<file path="src/hdl/vfcm_pkg.sv">
package vfcm_pkg;

   localparam int SIDE_DEF = 32;
   localparam int WORD_W   = 32;
   localparam int CSR_IDX_W = 1;
   localparam int CSR_DAT_W = 4;

   typedef enum logic [1:0] {
      CMD_COLUMN   = 2'd0,
      CMD_TYPE     = 2'd1,
      CMD_NEIGHBOR = 2'd2,
      CMD_MESH     = 2'd3
   } cmd_type;

   localparam logic [2:0] SIDE_ABOVE = 3'd0;
   localparam logic [2:0] SIDE_BELOW = 3'd1;
   localparam logic [2:0] SIDE_MX    = 3'd2;
   localparam logic [2:0] SIDE_PX    = 3'd3;
   localparam logic [2:0] SIDE_PZ    = 3'd4;
   localparam logic [2:0] SIDE_MZ    = 3'd5;

   localparam logic [CSR_IDX_W-1:0] CSR_SUBCHUNK = 1'd0;
   localparam logic [CSR_IDX_W-1:0] CSR_PRESENT  = 1'd1;

   typedef struct packed {
      logic [4:0] pos_x;
      logic [4:0] pos_y;
      logic [4:0] pos_z;
      logic [7:0] vtype;
      logic [7:0] base;
      logic [5:0] faces;
   } job_type;

   // corner offsets {dx,dy,dz} for face f, vertex v
   function automatic logic [2:0] corner(input logic [2:0] f, input logic [2:0] v);
      logic [17:0] row;
      unique case (f)
         3'd0: row = {3'b011, 3'b111, 3'b110, 3'b110, 3'b010, 3'b011};
         3'd1: row = {3'b000, 3'b100, 3'b101, 3'b101, 3'b001, 3'b000};
         3'd2: row = {3'b000, 3'b001, 3'b011, 3'b011, 3'b010, 3'b000};
         3'd3: row = {3'b101, 3'b100, 3'b110, 3'b110, 3'b111, 3'b101};
         3'd4: row = {3'b001, 3'b101, 3'b111, 3'b111, 3'b011, 3'b001};
         3'd5: row = {3'b100, 3'b000, 3'b010, 3'b010, 3'b110, 3'b100};
         default: row = '0;
      endcase
      unique case (v)
         3'd0: corner = row[17:15];
         3'd1: corner = row[14:12];
         3'd2: corner = row[11:9];
         3'd3: corner = row[8:6];
         3'd4: corner = row[5:3];
         3'd5: corner = row[2:0];
         default: corner = '0;
      endcase
   endfunction

endpackage

</file>
<file path="src/hdl/vfcm_req_if.sv">


interface vfcm_rsp_if;
   logic        valid;
   logic        ready;
   logic [31:0] vertex_word;
   logic        last;
   modport source (output valid, vertex_word, last, input ready);
   modport sink (input valid, vertex_word, last, output ready);
endinterface

</file>
<file path="src/hdl/vfcm_emit.sv">
module vfcm_emit (
   input  logic               clock,
   input  logic               reset,
   input  logic               job_valid,
   output logic               job_ready,
   input  vfcm_pkg::job_type  job,
   vfcm_rsp_if.source         rsp
);
   import vfcm_pkg::*;

   logic busy_ff, busy_in;
   job_type j_ff, j_in;
   logic [5:0] left_ff, left_in;
   logic [2:0] v_ff, v_in;
   logic [2:0] f;
   logic [5:0] rest;
   logic [2:0] c;
   logic fire, fin, is_last;

   always_comb begin
      f = 3'd0;
      for (int i = 5; i >= 0; i--) if (left_ff[i]) f = 3'(i);
   end
   assign rest = left_ff & ~(6'd1 << f);
   assign c = corner(f, v_ff);
   assign is_last = (v_ff == 3'd5) && (rest == '0);

   logic ov_ff, ov_in;
   logic [31:0] ow_ff, ow_in;
   logic ol_ff, ol_in;
   assign fire = busy_ff & (~ov_ff | rsp.ready);
   assign fin = fire & is_last;
   assign job_ready = ~busy_ff | fin;

   always_comb begin
      busy_in = busy_ff;
      j_in = j_ff;
      left_in = left_ff;
      v_in = v_ff;
      ov_in = ov_ff & ~rsp.ready;
      ow_in = ow_ff;
      ol_in = ol_ff;
      if (fire) begin
         ov_in = 1'b1;
         ow_in = {8'(j_ff.pos_x) + 8'(c[2]), j_ff.base + 8'(c[1]),
                  8'(j_ff.pos_z) + 8'(c[0]), j_ff.vtype};
         ol_in = is_last;
         if (v_ff == 3'd5) begin
            v_in = 3'd0;
            left_in = rest;
         end else begin
            v_in = v_ff + 3'd1;
         end
         if (is_last) busy_in = 1'b0;
      end
      if (job_ready && job_valid && job.faces != '0) begin
         busy_in = 1'b1;
         j_in = job;
         left_in = job.faces;
         v_in = 3'd0;
      end
   end

   always_ff @(posedge clock) begin
      if (reset) begin
         busy_ff <= 1'b0;
         ov_ff <= 1'b0;
      end else begin
         busy_ff <= busy_in;
         ov_ff <= ov_in;
      end
      j_ff <= j_in;
      left_ff <= left_in;
      v_ff <= v_in;
      ow_ff <= ow_in;
      ol_ff <= ol_in;
   end

   assign rsp.valid = ov_ff;
   assign rsp.vertex_word = ow_ff;
   assign rsp.last = ol_ff;
endmodule

</file>
<file path="src/flat_wrapper.sv">
// flat-port wrapper written by rule: the top's interface ports become plain ports
module vfcm_emit_flat import vfcm_pkg::*;
  (clock, reset, job_valid, job_ready, job, rsp_valid, rsp_vertex_word, rsp_last, rsp_ready);
  vfcm_rsp_if rsp_i ();
  input  logic clock;
  input  logic reset;
  input  logic job_valid;
  output logic job_ready;
  input  vfcm_pkg::job_type job;
  output wire logic [$bits(rsp_i.valid)-1:0] rsp_valid;
  output wire logic [$bits(rsp_i.vertex_word)-1:0] rsp_vertex_word;
  output wire logic [$bits(rsp_i.last)-1:0] rsp_last;
  input wire logic [$bits(rsp_i.ready)-1:0] rsp_ready;
  assign rsp_valid = rsp_i.valid;
  assign rsp_vertex_word = rsp_i.vertex_word;
  assign rsp_last = rsp_i.last;
  assign rsp_i.ready = rsp_ready;
  vfcm_emit u_core (.clock(clock), .reset(reset), .job_valid(job_valid), .job_ready(job_ready), .job(job), .rsp(rsp_i));
endmodule
</file>
<file path="config.mk">
export PLATFORM = sky130hd
export DESIGN_NAME = vfcm_emit_flat
export DESIGN_NICKNAME = d
export VERILOG_FILES = /design/src/hdl/vfcm_pkg.sv /design/src/hdl/vfcm_req_if.sv /design/src/hdl/vfcm_emit.sv /design/src/flat_wrapper.sv
export SDC_FILE = /design/constraint.sdc
export NUM_CORES = 1
export LEC_CHECK = 0
export ABC_CLOCK_PERIOD_IN_PS = 3400
export BUFFER_PORTS_ARGS = -buffer_cell sky130_fd_sc_hd__buf_2
export CAP_MARGIN = 0
export CORE_MARGIN = 5
export CORE_UTILIZATION = 35
export CTS_BUF_LIST = sky130_fd_sc_hd__clkbuf_8
export CTS_CLUSTER_SIZE = 28
export DETAILED_ROUTE_END_ITERATION = 6
export GPL_TIMING_DRIVEN = 1
export HOLD_SLACK_MARGIN = 0.06
export PLACE_DENSITY_LB_ADDON = 0.08
export SLEW_MARGIN = 40
export SYNTH_ARGS = -nofsm -noshare
export SYNTH_HDL_FRONTEND = slang
export SYNTH_SLANG_ARGS = --single-unit
</file>
<file path="constraint.sdc">
create_clock -name clock -period 3.4 [get_ports clock]
set_input_delay 0.68 -clock clock [delete_from_list [all_inputs] [get_ports clock]]
set_output_delay 0.68 -clock clock [all_outputs]
set_load 0.1 [all_outputs]
</file>
==> impl_metrics.tcl <==
set metrics [dict create \
    syn_area_um2 2890 \
    n_antenna_cell 0 \
    vias_per_cell 4.77 \
    ys_ff_latch 66 \
    antenna_left 0 \
    ctsResizeCount 0 \
    avgSynthCellArea_um2 14.0 \
    worst_path_max_delay_cell "or4_4" \
    track_usage_pct 11.3 \
    hold_violations 0 \
    tightest_slew_ns 0.569 \
    drt_iter0_markers 79 \
    htreeDepth 3 \
    num_vias 1860 \
    drc_errors 0 \
    cts_tree "built" \
    critical_path_arrival_ns 2.27 \
    hold_slack_ns 0.421 \
    p_per_area_nw_per_um2 578 \
    async_reset_ff_share_pct 0 \
    slowest_delay_ns 0.56 \
    yosys.area.top_type "edfxtp_1" \
    endpoint "job_ready" \
    synth_warnings 0 \
    synth_seq_area_share_pct 66.8 \
    die_height_um 101 \
    fillers 759 \
    die_w_um 101 \
    syn_to_final_growth_pct 22.4 \
    reg2reg_setup_slack_ns 1.02 \
    critPathCaptureType "output pin" \
    nets 328 \
    grt_pass1_wl_um 8690 \
    regArea_um2 1930 \
    setup-tns-final_ns 0 \
    routabilityCongestion 0.734 \
    cp_cell_sequence "or4_4, a21oi_4, o21ai_2, nand2_1, buf_2" \
    hpwlAfterDp_um 4090 \
    p_leak_uw 0.00134 \
    synth_top_cell_area_share_pct 63.3 \
    cts_hold_buf 0 \
    grt_pass1_vias 1811 \
    status "finished clean" \
    place.port_buffers 66 \
    first_pass_iters 4 \
    fin_util_pct 43.5 \
    synth_edf_count 61 \
    grt_max_degree 30 \
    critPathLaunch "u_core.left_ff[0]" \
    cp.required_ns 2.72 \
    maxSlewHeadroom_pct 62.0 \
    initial_core_util_pct 35.6 \
    synthTopCellsByArea "edfxtp_1 (63%), dfxtp_1 (3.5%), ha_1 (3.0%)" \
    clock_latency_ns 0.33 \
    synth_common_cells "edfxtp_1 (61), nor2_1 (12), nand3_1 (11), nand2_1 (9), xnor2_1 (9)" \
    multi_input_area_um2 898 \
    post-route-min-period_ns 2.95 \
    cts_setup_buffers 0 \
    cts_buffers 9 \
    crit_type "register to output pin" \
    cap_violations 0 \
    clockBufferDepth 2 \
    reg2regPathDepth 9 \
    core.rowCount 33 \
    cts-root-buf "clkbuf_8" \
    clock_skew_ns 0.00571 \
    power_uw 2050 \
    fp.dieArea_um2 10200 \
    syn_inst 206 \
    drt-wirelength-per-cell_um 14.2 \
    clock-sinks 66 \
    period_share_pct 86.8 \
    io_pins 76 \
    ys_types 45 \
    rr_startpoint "u_core.v_ff[1]" \
    routed_wl_um 5560 \
    setup_violations 0 \
    synth_most_common_cell "edfxtp_1" \
    drive_above_1_share_pct 31.9 \
    antenna_found_initial 0 \
    cts.clk_slew.worst_paths_ns 0.07 \
    hp-class "register to register" \
    rr_endpoint "u_core.rsp.vertex_word[12]" \
    cp-start-kind "register" \
    crit_fanout 8 \
    grt_overflow_total 0 \
    maxSlewViolCount 0 \
    dominantRegCellSynth "edfxtp_1" \
    coreArea_um2 8130 \
    ir_drop_uv 181 \
    fmax_ghz 0.339 \
    rsz0062_at_grt "no" \
]
==> report_power, final <==
group / internal, uW / total, uW / leakage [uW] / switching [uW]
logic: 104 / 433 / 0.000619 / 328
clock network: 331 / 612 / 0.0000992 / 282
registers: 962 / 1000 / 0.000622 / 42.3
total: 1400 / 2050 / 0.00134 / 652
==> state kept, by name, summed over array words and instances, names as in the netlist <==
name and count:
u_core.rsp.vertex_word 28, u_core.left_ff 6, u_core.j_ff 26, u_core.rsp.last 1, u_core.v_ff 3, u_core.rsp.valid 1, u_core.busy_ff 1
==> cell families (layout without fill, tap and decap cells) <==
family	after synthesis	in the layout	synth area share (%)
flip-flops	66	66	66.8
AND/OR/NAND/NOR	57	57	10.6
AO/OA/AOI/OAI	45	45	12.2
buffers and inverters	16	92	2.94
XOR/XNOR	14	14	4.24
adder cells (fa/ha/maj)	7	7	3.03
other	1	4	0.130
==> layout by cell type, fill, tap and decap left out, types with 3 or more instances in the layout <==
cell type / count
xnor2_1: 9
conb_1: 4
nand3b_1: 6
o21a_1: 3
and2_1: 6
o2111ai_1: 5
a211oi_1: 4
xor2_1: 5
dfxtp_1: 5
inv_1: 9
o211ai_1: 4
nand3_1: 11
nor2_1: 12
ha_1: 7
nand2_1: 9
a21oi_1: 6
edfxtp_1: 61
clkbuf_8: 9
buf_2: 66
o21ai_0: 5
==> worst min-delay path by stage <==
stage / from / cells past startpoint / slack, ns / to
3_5_place_dp: u_core.j_ff[15] / 0 / 0.41 / u_core.rsp.vertex_word[1]
5_1_grt: u_core.j_ff[14] / 0 / 0.43 / u_core.rsp.vertex_word[0]
4_1_cts: u_core.j_ff[16] / 0 / 0.42 / u_core.rsp.vertex_word[2]
2_1_floorplan: u_core.j_ff[14] / 0 / 0.40 / u_core.rsp.vertex_word[0]
3_3_place_gp: u_core.j_ff[15] / 0 / 0.40 / u_core.rsp.vertex_word[1]
6_report: u_core.j_ff[15] / 0 / 0.42 / u_core.rsp.vertex_word[1]
==> final cells by class <==
| class | instances | area share [%] |
|---|---|---|
| Timing Repair Buffer | 69 | 10.4 |
| Clock inverter | 7 | 1.77 |
| Inverter | 7 | 0.742 |
| Multi-Input combinational cell | 127 | 25.4 |
| Clock buffer | 9 | 3.50 |
| Tap cell | 105 | 3.71 |
| Sequential cell | 66 | 54.5 |
==> metrics by stage <==
step                      std cells  instance area (um2)  setup slack (ns)
after global placement          372                 3330             0.795
final                           390                 3540             0.449
after detailed placement        374                 3360             0.802
after CTS                       390                 3540             0.421
after global routing            390                 3540             0.339
after floorplan                 209                 2900             0.338
==> per-layer routing <==
layer / global-route usage (%) / vias to the layer above / part of all wire [%]
met1: 13.7 / 871 / 42
met3: 3.94 / 6 / 6.6
met5: 0 / - / 0
met4: 4.60 / 0 / 1.4
met2: 18.4 / 52 / 50
li1: - / 931 / -
==> worst max-delay path: cells and delay by family (launching register included) <==
family,cells,cell delay (ns)
AO/OA/AOI/OAI,2,0.37
buffers and inverters,1,0.43
flip-flops,1,0.48
AND/OR/NAND/NOR,2,0.65
Note: power is estimated with default switching activity, not from simulation.
